==> src/rtl/core/stpc_pkg.sv <==
// Shared types and constants for the sensor temperature/pressure compensation block.
// Depends on nothing; the front, queue, back and top-level files use it by scoped names.
`timescale 1ns / 1ps

package stpc_pkg;

   typedef logic signed [31:0] s32_type;

   // Calibration words as held in the configuration registers
   typedef struct packed {
      logic [15:0] t1;
      logic [15:0] t2;
      logic [15:0] t3;
      logic [15:0] p1;
      logic [15:0] p2;
      logic [15:0] p3;
      logic [15:0] p4;
      logic [15:0] p5;
      logic [15:0] p6;
      logic [15:0] p7;
      logic [15:0] p8;
      logic [15:0] p9;
   } cal_type;

   // Beat passed from the front pipeline to the divide/finish engine
   typedef struct packed {
      s32_type     temperature;
      logic [31:0] divisor;
      logic [31:0] numerator;
   } job_type;

   // Configuration register indexes
   localparam logic [1:0] REG_CAL_TEMPERATURE    = 2'd0;
   localparam logic [1:0] REG_CAL_PRESSURE_LOW   = 2'd1;
   localparam logic [1:0] REG_CAL_PRESSURE_HIGH  = 2'd2;
   localparam logic [1:0] REG_CAL_PRESSURE_NINTH = 2'd3;

   localparam s32_type PRESS_OFFSET = 32'sd64000;
   localparam s32_type PRESS_FULL   = 32'sd1048576;
   localparam s32_type PRESS_SCALE  = 32'sd3125;
   localparam s32_type DIV_BIAS     = 32'sd32768;
   localparam s32_type TEMP_ROUND   = 32'sd128;

   localparam int QUEUE_DEPTH = 2;

   // Wrapping 32-bit multiply: low word of the product
   function automatic s32_type mul32(input s32_type a, input s32_type b);
      logic [63:0] prod;
      prod = 64'(unsigned'(a)) * 64'(unsigned'(b));
      return s32_type'(prod[31:0]);
   endfunction

   // Sign-extend a 16-bit calibration word
   function automatic s32_type sx16(input logic [15:0] v);
      return s32_type'({{16{v[15]}}, v});
   endfunction

   // Zero-extend a 16-bit calibration word
   function automatic s32_type zx16(input logic [15:0] v);
      return s32_type'({16'd0, v});
   endfunction

endpackage

==> src/rtl/core/stpc_queue.sv <==
// Two-entry queue of jobs between the front pipeline and the back engine.
// Depends on stpc_pkg.
`timescale 1ns / 1ps

module stpc_queue (
   input  logic              clock,
   input  logic              reset,
   input  logic              push_valid,
   output logic              push_ready,
   input  stpc_pkg::job_type push_job,
   output logic              pop_valid,
   input  logic              pop_ready,
   output stpc_pkg::job_type pop_job
);

   localparam int PW = $clog2(stpc_pkg::QUEUE_DEPTH);

   stpc_pkg::job_type mem_ff [stpc_pkg::QUEUE_DEPTH];
   logic [PW-1:0]     wr_ff, wr_in, rd_ff, rd_in;
   logic [PW:0]       cnt_ff, cnt_in;
   logic              do_push, do_pop;

   assign push_ready = cnt_ff != (PW+1)'(stpc_pkg::QUEUE_DEPTH);
   assign pop_valid  = cnt_ff != '0;
   assign pop_job    = mem_ff[rd_ff];
   assign do_push    = push_valid && push_ready;
   assign do_pop     = pop_valid && pop_ready;

   always_comb begin
      wr_in  = do_push ? PW'((wr_ff + 1'b1) % stpc_pkg::QUEUE_DEPTH) : wr_ff;
      rd_in  = do_pop  ? PW'((rd_ff + 1'b1) % stpc_pkg::QUEUE_DEPTH) : rd_ff;
      cnt_in = cnt_ff + (PW+1)'(do_push) - (PW+1)'(do_pop);
   end

   // Track pointers and fill
   always_ff @(posedge clock) begin
      if (reset) begin
         wr_ff  <= '0;
         rd_ff  <= '0;
         cnt_ff <= '0;
      end else begin
         wr_ff  <= wr_in;
         rd_ff  <= rd_in;
         cnt_ff <= cnt_in;
      end
   end

   // Store the pushed beat
   always_ff @(posedge clock) begin
      if (do_push) begin
         mem_ff[wr_ff] <= push_job;
      end
   end

endmodule

==> config.mk <==
export PLATFORM = sky130hd
export DESIGN_NAME = stpc_queue
export DESIGN_NICKNAME = d
export VERILOG_FILES = /design/src/rtl/core/stpc_pkg.sv /design/src/rtl/core/stpc_queue.sv
export SDC_FILE = /design/constraint.sdc
export NUM_CORES = 1
export LEC_CHECK = 0
export ABC_CLOCK_PERIOD_IN_PS = 7300
export BUFFER_PORTS_ARGS = -buffer_cell sky130_fd_sc_hd__buf_2
export CAP_MARGIN = 5
export CORE_ASPECT_RATIO = 0.5
export CORE_MARGIN = 2
export CORE_UTILIZATION = 34
export DETAILED_ROUTE_END_ITERATION = 12
export PLACE_DENSITY = 0.58
export SYNTH_ARGS = -nofsm -noshare
export SYNTH_HDL_FRONTEND = slang
export SYNTH_SLANG_ARGS = --single-unit
==> constraint.sdc <==
create_clock -name clock -period 7.3 [get_ports clock]
set_input_delay 0.73 -clock clock [delete_from_list [all_inputs] [get_ports clock]]
set_output_delay 0.73 -clock clock [all_outputs]
set_load 0.01 [all_outputs]
[Word level (Yosys, flattened, before mapping)]
Memory sizes are Yosys's and may differ from the RTL's. A register that Yosys moved wholly into a read port is not among the register bits.
Cells that the tools add are included.
Operators by class
  add/sub/neg operators: 4
  equality and inequality tests: 1
  muxes and demuxes: 4
  reductions and logical operators: 3
Operator list (number)
  $mux W1: 4
  $add A1 B1 Y1 const B: 2
  $add A2 B1 Y2: 1
  $logic_and A1 B1 Y1: 2
  $ne A2 B2 Y1 const B: 1
  $reduce_bool A2 Y1: 1
  $sub A2 B1 Y2: 1
Storage, ports and cells
  flip-flop bits (word level): 4
  RAM bits: 192
  input port bits: 100
  output and inout bits: 98
  logic and storage cells: 16
  memories kept: 1
Memories
  mem_ff: words 2, bits a word 96, read ports 1, clocked after Yosys merged registers in 1, write ports 1, RTL line stpc_queue.sv:18  | stpc_pkg::job_type mem_ff [stpc_pkg::QUEUE_DEPTH];

[Longest topological paths before layout]
  depth after elaboration: 4
  mapped depth: 6

[Least setup slack after synthesis]
Ideal clock, no wire load.
  kind: input to register
  from: input push_valid
  to: memory mem_ff[1][0] (netlist bit), enable pin
  arrival time: 3006 ps
  data required time: 6834 ps
  path slack: 3828 ps
  stages: 1
  path through: and3_1
On the way
  word-level cells in the longest chain between the ends: 3
RTL lines
  from (decl): RTL line stpc_queue.sv:8  | input logic push_valid,
  $logic_and A1 B1 Y1: RTL line stpc_queue.sv:26  | assign do_push = push_valid && push_ready;
  $mux W1: RTL line stpc_queue.sv:50  | if (do_push) begin
  $mux W1 (implied by the code): RTL line stpc_queue.sv:51  | mem_ff[wr_ff] <= push_job;
  to (decl): RTL line stpc_queue.sv:18
No other way between the ends.

==> results.toml <==
[clocking]
h-tree-depth = 4
cts_buffer_depth = 2
hold_buffers = 0
post_cts_buffers = 0
clk_pin_slew_ps = 80
clock-sinks = 197
numCtsBuffers = 17
cts_resized = 0
cts-root-buf = "clkbuf_16"
insertion_delay_ps = 420
cts_tree = "built"

[timing]
setup_viol = 0
rsz0062_at_grt = "no"
worst_pin_slew_ps = 945.6
max_freq_ghz = 0.2979
whs_ps = 488.6
slew_headroom = 0.3696
clock_skew_ps = 13.37
report.final.slew_viol_count = 0
timing.final.crit_share = 0.4598
final_hold_viol_count = 0
tns_ps = 0
setup_slack_ps = 3944
period_needed_ps = 3356

[setup_path]
critPathLaunchType = "flip-flop"
worstSetupEndpointType = "primary output"
max_stage_delay_ps = 960
crit_family = "flip-flops"
slowest_stage = "dfxtp_4"
crit_fanout = 60
r2r_cells = 3
arrival_ps = 2630
required_ps = 6570
path_buf_inv = 2
worstPathCellList = "buf_4 -> mux2_2 -> buf_2"
crit_type = "reg2out"
r2r_setup_slack_ps = 4860
crit_cells = 3

[logic_synthesis]
synth_cell_types = 24
yosys_warnings = 0
yosysSeqAreaShare = 0.7984
synth-seq-cells = 197
synth_cells = 328
synth_area_per_cell_sq_um = 22.40
syn_nets = 429
netlist_area_sq_um = 7347

[power]
power_frac_comb = 0.195
switching_share = 0.2625
p_leak_nw = 3.488
pwr-share-clk = 0.321
seqPwrFrac = 0.484
peakVddDrop_uv = 173.3
switchingPower_uw = 784.5
power_density_nw_per_um2 = 322.9
p_int_mw = 2.204

[grt]
grt_usage = 0.1245
antenna_found_initial = 3
grt_pass1_wl_mm = 20.71
grt_max_degree = 64
overflow = 0
grt_pass1_vias = 3788

[route]
detail_route.vias_per_cell = 4.291
postRouteAntennaNets = 0
routed_wl_mm = 14.21
via_count = 3622
wire_per_inst_um = 16.84
firstDrtPassIters = 4
drt-initial-drc-count = 157
drc_errors = 0

[finish]
fillCellCount = 1907
nets = 637
area_growth_pct = 25.97
drive_gt1_frac = 0.6047
seq_area_sq_um = 5869
postLayoutCoreUtil = 0.4433
multi_input_area_sq_um = 1390

[die]
ios = 198
die_area_sq_um = 22870
die_w_um = 211.9
core-area_sq_um = 20880
fp-row-count = 37
die_h_um = 107.9
start_util = 0.3519

[outcome]
status = "complete, no violations"

[placement]
io_buffers = 197
gp_congestion = 0.7403
pre_cts_ws_ps = 4294
dpl.hpwl_mm = 9.566

[worst_hold_path]
hold_path.class = "in2reg"
min_path_cells = 1

[run]
drv_cap = 0
## metal layers
metal / up-vias / part of all wire / track usage
met5: - / 0 / 0
met4: 0 / 0.013 / 0.05030
met3: 13 / 0.031 / 0.03224
met2: 55 / 0.57 / 0.2326
met1: 1836 / 0.39 / 0.1366
li1: 1718 / - / -
## cell usage in the layout (no fill, tap or decap)
cell type,Yosys,routed
clkinv_8,0,1
inv_8,0,3
a21bo_2,1,1
dfxtp_4,0,1
a21oi_1,1,1
inv_6,0,7
inv_4,0,1
a21bo_1,1,1
mux2_2,56,56
clkinvlp_4,0,1
a211oi_1,1,1
diode_2,0,3
mux2_1,1,1
dfxtp_1,5,4
and2b_1,1,1
o21ai_0,2,2
buf_4,0,3
nor2b_1,2,2
nand3_1,1,1
nand2b_1,1,1
and3_4,0,1
clkbuf_1,0,1
bufinv_16,0,2
a32oi_1,1,1
mux2_4,40,40
buf_2,5,197
xor2_1,1,1
edfxtp_1,192,192
nand3b_1,1,1
nor2_1,5,5
ha_1,1,1
clkbuf_16,0,17
or2_2,1,1
## layout make-up
cell class	count	area share
multi-input cells	119	0.1502
repair buffers	200	0.1090
inverters	1	0.0006759
well taps	292	0.03948
diodes	3	0.0008111
clock buffers	18	0.04637
flip-flops and latches	197	0.6342
clock inverters	14	0.01933
## flip-flops by register name, indices dropped and copies added (netlist names), named ones only
name    flops
mem_ff    192
cnt_ff      2
rd_ff       1
wr_ff       1
## worst register-to-register path, delay by kind of cell (launching register included)
family	cells	cell delay (ps)
flops	1	440
simple gates	2	750
buf+inv	1	780
## Yosys cell counts
library cell,n,area share
a211oi_1,1,0.0010
and3_1,1,0.00085
a21bo_1,1,0.0014
mux2_2,56,0.086
mux2_1,1,0.0015
nor2b_1,2,0.0017
or2_2,1,0.00085
ha_1,1,0.0017
mux2_4,40,0.082
a21oi_1,1,0.00068
edfxtp_1,192,0.78
a32oi_1,1,0.0012
a21bo_2,1,0.0014
buf_6,6,0.0092
o21ai_0,2,0.0014
buf_2,5,0.0034
dfxtp_1,5,0.014
xor2_1,1,0.0012
nand2b_1,1,0.00085
inv_1,1,0.00051
and2b_1,1,0.0010
nor2_1,5,0.0026
nand3b_1,1,0.0010
nand3_1,1,0.00068
## power groups by stage
stage	clock (mW)	sequential, mW	combinational (mW)
floorplan	0	1.43	0.425
global placement	0	1.47	0.593
detailed placement	0	1.48	0.598
CTS	0.990	1.45	0.600
global route	1.03	1.46	0.629
finish	0.959	1.45	0.582
## metrics by stage
step / power [mW] / instance area (sq um) / cells
final: 2.988 / 9255 / 844
after global routing: 3.127 / 9250 / 842
after CTS: 3.043 / 9248 / 841
after detailed placement: 2.076 / 8640 / 809
after global placement: 2.065 / 8640 / 809
after floorplan: 1.854 / 7347 / 328
## cells by family (layout without fill, tap and decap cells)
logic type	count (synthesis)	count (layout)	synth area share
AOI/OAI and AO/OA	7	7	0.006982
DFF	197	197	0.7984
muxes	97	97	0.1691
xor gates and xnor gates	1	1	0.001192
and+or+nand+nor	13	13	0.009539
buffers and inverters	12	233	0.01311
other	0	3	0
adders and majority gates	1	1	0.001703
## worst paths after layout
kind	start	end
worst min register to register	rd_ff$_SDFFE_PP0P_	rd_ff$_SDFFE_PP0P_
worst min-delay path	push_job[95]	mem_ff[1][95]$_DFFE_PP_
worst max register to register	cnt_ff[0]$_SDFF_PP0_	mem_ff[1][44]$_DFFE_PP_
worst max-delay path	flip-flop	pop_job[91]
Power figures use the tool's default switching activity.
