File: config.mk
export PLATFORM = sky130hd
export DESIGN_NAME = stpc_back
export DESIGN_NICKNAME = d
export VERILOG_FILES = /design/src/rtl/core/stpc_pkg.sv /design/src/rtl/core/stpc_back.sv
export SDC_FILE = /design/constraint.sdc
export NUM_CORES = 2
export LEC_CHECK = 0
export BUFFER_PORTS_ARGS = -buffer_cell sky130_fd_sc_hd__buf_4
export CORE_UTILIZATION = 54
export DETAILED_ROUTE_END_ITERATION = 12
export HOLD_SLACK_MARGIN = 0.02
export PLACE_DENSITY = 0.72
export RECOVER_POWER = 50
export SLEW_MARGIN = 25
export SYNTH_ARGS = -nofsm -noshare
export SYNTH_HDL_FRONTEND = slang
export SYNTH_SLANG_ARGS = --single-unit
File: constraint.sdc
create_clock -name clock -period 17.7 [get_ports clock]
set_input_delay 1.77 -clock clock [delete_from_list [all_inputs] [get_ports clock]]
set_output_delay 1.77 -clock clock [all_outputs]
set_load 0.005 [all_outputs]
File: src/rtl/core/stpc_pkg.sv
// Shared types and constants for the sensor temperature/pressure compensation block.
// Depends on nothing; the front, queue, back and top-level files use it by scoped names.
`timescale 1ns / 1ps

package stpc_pkg;

   typedef logic signed [31:0] s32_type;

   // Calibration words as held in the configuration registers
   typedef struct packed {
      logic [15:0] t1;
      logic [15:0] t2;
      logic [15:0] t3;
      logic [15:0] p1;
      logic [15:0] p2;
      logic [15:0] p3;
      logic [15:0] p4;
      logic [15:0] p5;
      logic [15:0] p6;
      logic [15:0] p7;
      logic [15:0] p8;
      logic [15:0] p9;
   } cal_type;

   // Beat passed from the front pipeline to the divide/finish engine
   typedef struct packed {
      s32_type     temperature;
      logic [31:0] divisor;
      logic [31:0] numerator;
   } job_type;

   // Configuration register indexes
   localparam logic [1:0] REG_CAL_TEMPERATURE    = 2'd0;
   localparam logic [1:0] REG_CAL_PRESSURE_LOW   = 2'd1;
   localparam logic [1:0] REG_CAL_PRESSURE_HIGH  = 2'd2;
   localparam logic [1:0] REG_CAL_PRESSURE_NINTH = 2'd3;

   localparam s32_type PRESS_OFFSET = 32'sd64000;
   localparam s32_type PRESS_FULL   = 32'sd1048576;
   localparam s32_type PRESS_SCALE  = 32'sd3125;
   localparam s32_type DIV_BIAS     = 32'sd32768;
   localparam s32_type TEMP_ROUND   = 32'sd128;

   localparam int QUEUE_DEPTH = 2;

   // Wrapping 32-bit multiply: low word of the product
   function automatic s32_type mul32(input s32_type a, input s32_type b);
      logic [63:0] prod;
      prod = 64'(unsigned'(a)) * 64'(unsigned'(b));
      return s32_type'(prod[31:0]);
   endfunction

   // Sign-extend a 16-bit calibration word
   function automatic s32_type sx16(input logic [15:0] v);
      return s32_type'({{16{v[15]}}, v});
   endfunction

   // Zero-extend a 16-bit calibration word
   function automatic s32_type zx16(input logic [15:0] v);
      return s32_type'({16'd0, v});
   endfunction

endpackage

File: src/rtl/core/stpc_back.sv
// Back engine: bit-serial unsigned divide, then the three-multiply pressure
// correction and the output register. Depends on stpc_pkg.
`timescale 1ns / 1ps

module stpc_back (
   input  logic               clock,
   input  logic               reset,
   input  stpc_pkg::cal_type  cal,
   input  logic               job_valid,
   output logic               job_ready,
   input  stpc_pkg::job_type  job,
   output logic               out_valid,
   input  logic               out_ready,
   output logic signed [31:0] out_temperature_centi,
   output logic [31:0]        out_pressure_q24_8,
   output logic               out_divisor_zero
);

   typedef enum logic [2:0] {
      ST_IDLE, ST_DIV, ST_QUOT, ST_MUL, ST_SHIFT, ST_SUM, ST_HOLD
   } state_type;

   state_type         state_ff;
   logic              vld_ff;
   stpc_pkg::s32_type temp_ff, otemp_ff;
   logic [31:0]       div_ff, dvd_ff, rem_ff, pp_ff, pres_ff, opres_ff;
   logic              hi_ff, dz_ff, odz_ff;
   logic [4:0]        cnt_ff;
   stpc_pkg::s32_type s_ff, mb_ff, pa_ff, pb_ff;

   logic [32:0]       trial;
   logic              ge;
   logic [31:0]       rem_in, dvd_in, pres_in;

   assign job_ready = state_ff == ST_IDLE;

   // One restoring divide step and the final sum
   always_comb begin
      trial   = {rem_ff, dvd_ff[31]};
      ge      = trial >= {1'b0, div_ff};
      rem_in  = ge ? 32'(trial - {1'b0, div_ff}) : trial[31:0];
      dvd_in  = {dvd_ff[30:0], ge};
      pres_in = 32'(pp_ff + unsigned'((pa_ff + pb_ff + stpc_pkg::sx16(cal.p7)) >>> 4)) << 8;
   end

   // Sequence one job and hold the result beat
   always_ff @(posedge clock) begin
      if (reset) begin
         state_ff <= ST_IDLE;
         vld_ff   <= 1'b0;
      end else begin
         if (vld_ff && out_ready && state_ff != ST_HOLD) begin
            vld_ff <= 1'b0;
         end
         case (state_ff)
            ST_IDLE: begin
               if (job_valid) begin
                  temp_ff <= job.temperature;
                  div_ff  <= job.divisor;
                  hi_ff   <= job.numerator[31];
                  dvd_ff  <= job.numerator[31] ? job.numerator : job.numerator << 1;
                  rem_ff  <= '0;
                  cnt_ff  <= '0;
                  if (job.divisor == '0) begin
                     pres_ff  <= '0;
                     dz_ff    <= 1'b1;
                     state_ff <= ST_HOLD;
                  end else begin
                     dz_ff    <= 1'b0;
                     state_ff <= ST_DIV;
                  end
               end
            end
            ST_DIV: begin
               rem_ff <= rem_in;
               dvd_ff <= dvd_in;
               cnt_ff <= cnt_ff + 5'd1;
               if (cnt_ff == 5'd31) begin
                  state_ff <= ST_QUOT;
               end
            end
            ST_QUOT: begin
               pp_ff    <= hi_ff ? dvd_ff << 1 : dvd_ff;
               state_ff <= ST_MUL;
            end
            ST_MUL: begin
               s_ff     <= stpc_pkg::mul32(signed'(pp_ff >> 3), signed'(pp_ff >> 3));
               mb_ff    <= stpc_pkg::mul32(signed'(pp_ff >> 2), stpc_pkg::sx16(cal.p8));
               state_ff <= ST_SHIFT;
            end
            ST_SHIFT: begin
               pa_ff    <= stpc_pkg::mul32(stpc_pkg::sx16(cal.p9),
                                           signed'(unsigned'(s_ff) >> 13)) >>> 12;
               pb_ff    <= mb_ff >>> 13;
               state_ff <= ST_SUM;
            end
            ST_SUM: begin
               pres_ff  <= pres_in;
               state_ff <= ST_HOLD;
            end
            ST_HOLD: begin
               if (!vld_ff || out_ready) begin
                  vld_ff   <= 1'b1;
                  otemp_ff <= temp_ff;
                  opres_ff <= pres_ff;
                  odz_ff   <= dz_ff;
                  state_ff <= ST_IDLE;
               end
            end
            default: begin
               state_ff <= ST_IDLE;
            end
         endcase
      end
   end

   assign out_valid             = vld_ff;
   assign out_temperature_centi = otemp_ff;
   assign out_pressure_q24_8    = opres_ff;
   assign out_divisor_zero      = odz_ff;

endmodule

# ---- Word-level counts from Yosys, hierarchy flattened
# Index checks and enable logic that the tools add are counted.
dict set report totals {
  romBits 0
  register_bits 371
  word_cells 78
  n_memories 0
  in_bits 292
  output_inout_bits 67
  latch_bits 0
  ram_bits 0
}
dict set report classes {
  n_eq_ne 12
  multipliers 3
  muxes 21
  div_mod_pow 0
  add_sub_neg 5
  n_bitwise 1
  n_shift 0
  magnitude_cmp 1
  reduce_logical 16
}
# operator count
set ops {}
lappend ops {{two-way mux 32 bit} 7}
lappend ops {{case mux 32 bit (2 select lines)} 3}
lappend ops {{greater-or-equal comparator 33 x 32 -> 1 bit} 1}
lappend ops {{zero test 32 bit} 1}
lappend ops {{multiplier 29 x 29 -> 32 bit} 1}
lappend ops {{multiplier 30 x 32 -> 32 bit} 1}
lappend ops {{multiplier 32 x 19 -> 32 bit} 1}
lappend ops {{subtractor 32 bit} 1}
lappend ops {{adder 24 bit} 1}
lappend ops {{adder 21 x 16 -> 22 bit} 1}
lappend ops {{adder 20 x 19 -> 21 bit} 1}
lappend ops {{case mux 3 bit (7 select lines)} 1}
lappend ops {{two-way mux 3 bit} 4}
lappend ops {{AND reduction 3 bit} 4}
lappend ops {{case mux 5 bit (2 select lines)} 1}
lappend ops {{equality test 3 bit, second input constant} 3}
lappend ops {{equality test 3 x 2 -> 1 bit, second input constant} 2}
lappend ops {{inequality test 2 bit, second input constant} 3}
lappend ops {{AND reduction 2 bit} 3}
lappend ops {{adder 5 x 1 -> 5 bit, second input constant} 1}
lappend ops {{equality test 5 bit, second input constant} 1}
lappend ops {{two-way mux 5 bit} 1}
lappend ops {{two-way mux 1 bit} 4}
lappend ops {{AND reduction 4 bit} 1}
lappend ops {{other kinds (9)} 11}

# ---- Depth between registers and ports, before layout
dict set report logic_depth {
  word_depth 5
  ltp_mapped 30
  ltp_nobuf 28
}

# ---- Worst setup path before layout
# No wires, ideal clock.
dict set report synth_path {
  kind {input to register}
  from {input reset}
  to {register odz_ff (netlist: out_divisor_zero), enable pin}
  setup_time_ns 0.633
  stages 2
  required_time_ns 17.067
  slack_ns 9.185
  n_path_buf 1
  t_arrival_ns 7.883
  cell_sequence {clkbuf_1 nor4b_1}
}
dict set report synth_between {
  elab_chain_cells 2
}
# element line_no
set synth_rtl {}
lappend synth_rtl {{start, declared} stpc_back.sv:7} ;# input logic reset,
lappend synth_rtl {{inverter 1 bit (no source line)} n/a}
lappend synth_rtl {{AND reduction 3 bit (no source line)} n/a}
lappend synth_rtl {{end signal, assigned} stpc_back.sv:106} ;# odz_ff <= dz_ff;
lappend synth_rtl {{end, declared} stpc_back.sv:27} ;# logic hi_ff, dz_ff, odz_ff;
# No other way between the ends.
# A chain may end at the register's enable or synchronous reset.

# ---- Worst setup path in the final report
dict set report layout_path {
  from {register pp_ff[15]}
  to {register s_ff[31], data pin}
}
dict set report layout_between {
  elab_chain_cells 1
}
# element line_no
set layout_rtl {}
lappend layout_rtl {{start, declared} stpc_back.sv:26} ;# logic [31:0] div_ff, dvd_ff, rem_ff, pp_ff, pres_ff, opres_ff;
lappend layout_rtl {{start signal, assigned} stpc_back.sv:83} ;# pp_ff <= hi_ff ? dvd_ff << 1 : dvd_ff;
lappend layout_rtl {{multiplier 29 x 29 -> 32 bit} stpc_pkg.sv:49} ;# prod = 64'(unsigned'(a)) * 64'(unsigned'(b));
lappend layout_rtl {{end signal, assigned} stpc_back.sv:87} ;# s_ff <= stpc_pkg::mul32(signed'(pp_ff >> 3), signed'(pp_ff >> 3));
lappend layout_rtl {{end, declared} stpc_back.sv:29} ;# stpc_pkg::s32_type s_ff, mb_ff, pa_ff, pb_ff;
# No other way between the ends.

==> flow_summary.json <==
{
  "grtUsageTotal": 0.2621,
  "area_growth_syn_to_layout_pct": 6.933,
  "drtIter0Drc": 2020,
  "cts_inserted_buffers": 34,
  "wl_um": 122900,
  "seq_area_frac_synth": 0.1892,
  "fp.dieW_um": 312.4,
  "violations": "capacitance limit, slew limit",
  "rows": 113,
  "max_slew_margin": -1.143,
  "numPortBuffers": 206,
  "cp_data_arrival_time_ns": 8.98,
  "dieArea_um2": 97570,
  "min_period_ns": 8.714,
  "post_drt_wl_per_cell_um": 19.07,
  "setup_viol": 0,
  "r2r_slack_ns": 8.99,
  "postCtsHoldBufs": 0,
  "clk_pin_slew_ns": 0.07,
  "ff2ff_path_depth": 25,
  "post-route-period-util": 0.4923,
  "whs_path_depth": 0,
  "avgSynthCellArea_um2": 10.23,
  "grt_first_pass_wirelength_um": 201200,
  "tns_ns": 0,
  "ys_types": 77,
  "rr_startpoint": "pp_ff[15]$_DFFE_PP_",
  "synthCells": 5082,
  "insertion_delay_ns": 0.56,
  "tightest_slew_ns": 3.215,
  "cpMostUsedCell": "fa_1",
  "cp-end-kind": "flop",
  "hp-class": "flop to flop",
  "clock-sinks": 329,
  "yosys-top-cells-area": "fa_1 (40%), edfxtp_1 (19%), ha_1 (9.3%)",
  "final_area_um2": 55620,
  "cts_tree": "done",
  "nNetsFinal": 6875,
  "die_h_um": 312.4,
  "ctsResizeCount": 0,
  "synth_ff_type": "edfxtp_1",
  "antenna_cells": 0,
  "cp_max_fo": 34,
  "yosys.area.top_type": "fa_1",
  "nFillCells": 8078,
  "ios": 359,
  "vias_per_cell": 5.360,
  "synthArstFlopShare": 0,
  "slew_viol_final": 204,
  "rsz0062_at_grt": "no",
  "cp_slowest_stage_delay_ns": 0.51,
  "syn_area_um2": 52010,
  "grt_start_max_net_pins": 71,
  "start_util": 0.5466,
  "maxCapViolCount": 5,
  "vias": 34540,
  "critPathSlowestCell": "fa_1",
  "synth-edff-count": 325,
  "place.gp.congestion": 0.9436,
  "grt_pass1_vias": 37450,
  "core_area_um2": 95150,
  "worst-setup-path-type": "flop to flop",
  "place_area_um2": 54670,
  "drc_errors": 0,
  "yosysWarnings": 0,
  "hp-start": "temp_ff[8]$_DFFE_PP_",
  "clockBufferDepth": 3,
  "startpoint": "pp_ff[15]$_DFFE_PP_",
  "status": "finished, violations left",
  "antenna_found_initial": 1,
  "rr_endpoint": "s_ff[31]$_DFFE_PP_",
  "cts-root-buf": "clkbuf_16",
  "ant_nets": 0,
  "holdPathEnd": "out_temperature_centi[8]$_DFFE_PP_",
  "critPathLaunchType": "flop",
  "skew_ns": 0.02765,
  "hpwl_um": 95520,
  "synth_top_area_share": 0.4003,
  "h-tree-depth": 2,
  "cp.required_ns": 17.96,
  "dr.pass1.iters": 7,
  "critPathBufInv": 6,
  "ys_seq_elements": 329,
  "postCtsSetupBuffers": 0,
  "path_delay_family": "adder cells",
  "hold_violations": 0,
  "grt_overflow": 0,
  "drive_above_1_share": 0.06274,
  "fmax_ghz": 0.1148
}
==> Yosys cell counts, types with 32 or more instances <==
| master | n |
|---|---|
| a21oi_1 | 99 |
| fa_1 | 1040 |
| inv_1 | 1165 |
| nor2_1 | 122 |
| mux2_2 | 32 |
| xor2_1 | 63 |
| o21ai_0 | 86 |
| ha_1 | 388 |
| nand2_1 | 564 |
| and2_1 | 460 |
| mux2i_1 | 33 |
| xnor2_1 | 124 |
| a21o_1 | 34 |
| clkbuf_1 | 195 |
| nor3_1 | 39 |
| edfxtp_1 | 325 |
==> logic make-up (layout without fill, tap and decap cells) <==
logic type	Yosys count	in the layout	share of synthesized area
compound gates	367	367	0.04554
xor+xnor	187	187	0.03149
fa+ha+maj	1428	1428	0.4936
buf+inv	1377	1468	0.1004
flops	329	329	0.1892
mux	65	65	0.01328
other cells	1	8	0.00007210
simple gates	1328	1328	0.1264
==> area by class of cell <==
type	count	area, um2	area share
Clock buffer	45	892.1	0.01604
Multi-Input combinational cell	3383	37020	0.6656
Tap cell	1265	1583	0.02846
Clock inverter	16	196.4	0.003532
Timing Repair Buffer	242	1715	0.03084
Inverter	1165	4373	0.07862
Sequential cell	329	9839	0.1769
==> per-layer routing <==
layer | share of wire | wire length, um | global-route usage | up-vias
met3 | 0.059 | 7240 | 0.03052 | 184
met5 | 0.00011 | 13 | 0 | -
li1 | - | - | - | 15560
met4 | 0.024 | 3006 | 0.06049 | 2
met2 | 0.49 | 60560 | 0.4468 | 1018
met1 | 0.42 | 52070 | 0.3603 | 17780
==> cells in the final DEF (no fill, tap or decap), types with 13 or more instances in the layout <==
cell type / count
nor3_1: 39
clkbuf_16: 34
a21oi_1: 99
nor2b_1: 20
o21bai_1: 15
inv_1: 1165
a21o_1: 34
a211oi_1: 16
and2_1: 459
nand2_1: 564
nand4_1: 18
mux2i_1: 33
edfxtp_1: 325
xnor2_1: 124
mux2_2: 30
xor2_1: 63
clkbuf_1: 39
nand3_1: 26
nor4_1: 13
nand2b_1: 14
o21ai_0: 86
clkbuf_4: 44
nor2_1: 120
ha_1: 388
fa_1: 1040
buf_4: 169
o21a_1: 27
and3_1: 14
==> sequential cells by signal, summed over array words and instances, names as in the netlist <==
register	count
dvd_ff	32
out_divisor_zero	1
pb_ff	19
hi_ff	1
out_pressure_q24_8	24
temp_ff	32
s_ff	19
cnt_ff	5
div_ff	32
out_valid	1
rem_ff	32
dz_ff	1
state_ff	3
mb_ff	19
pp_ff	32
pres_ff	24
pa_ff	20
out_temperature_centi	32
==> worst register-to-register path: cells and delay by family (launching register included) <==
| kind | cells | cell delay (ns) |
|---|---|---|
| fa+ha+maj | 9 | 4.22 |
| compound gates | 7 | 1.75 |
| buf+inv | 6 | 1.02 |
| simple gates | 2 | 0.55 |
| xor+xnor | 1 | 0.51 |
| flops | 1 | 0.34 |
==> metrics by stage <==
step | hold slack (ns) | util | instances | setup slack, ns
after floorplan | 0.4003 | - | 5089 | 9.185
after global placement | 0.4005 | 0.5742 | 6382 | 8.782
after detailed placement | 0.4045 | 0.5745 | 6384 | 8.687
after CTS | 0.4177 | 0.5860 | 6445 | 9.021
after global routing | 0.4221 | 0.5845 | 6445 | 8.686
final | 0.4129 | 0.5845 | 6445 | 8.986
==> how the worst max path moves through the flow <==
| stage | to | slack (ns) | cells past startpoint |
|---|---|---|---|
| floorplan | out_divisor_zero$_DFFE_PP_ | 9.18 | 2 |
| global placement | mb_ff[31]$_DFFE_PP_ | 8.78 | 19 |
| detailed placement | mb_ff[31]$_DFFE_PP_ | 8.69 | 19 |
| CTS | s_ff[31]$_DFFE_PP_ | 9.02 | 25 |
| global route | s_ff[31]$_DFFE_PP_ | 8.69 | 25 |
| finish | s_ff[31]$_DFFE_PP_ | 8.99 | 25 |
Power is not shown: default switching activity piles up to over one toggle a cycle in this logic, so the estimate is an artifact.
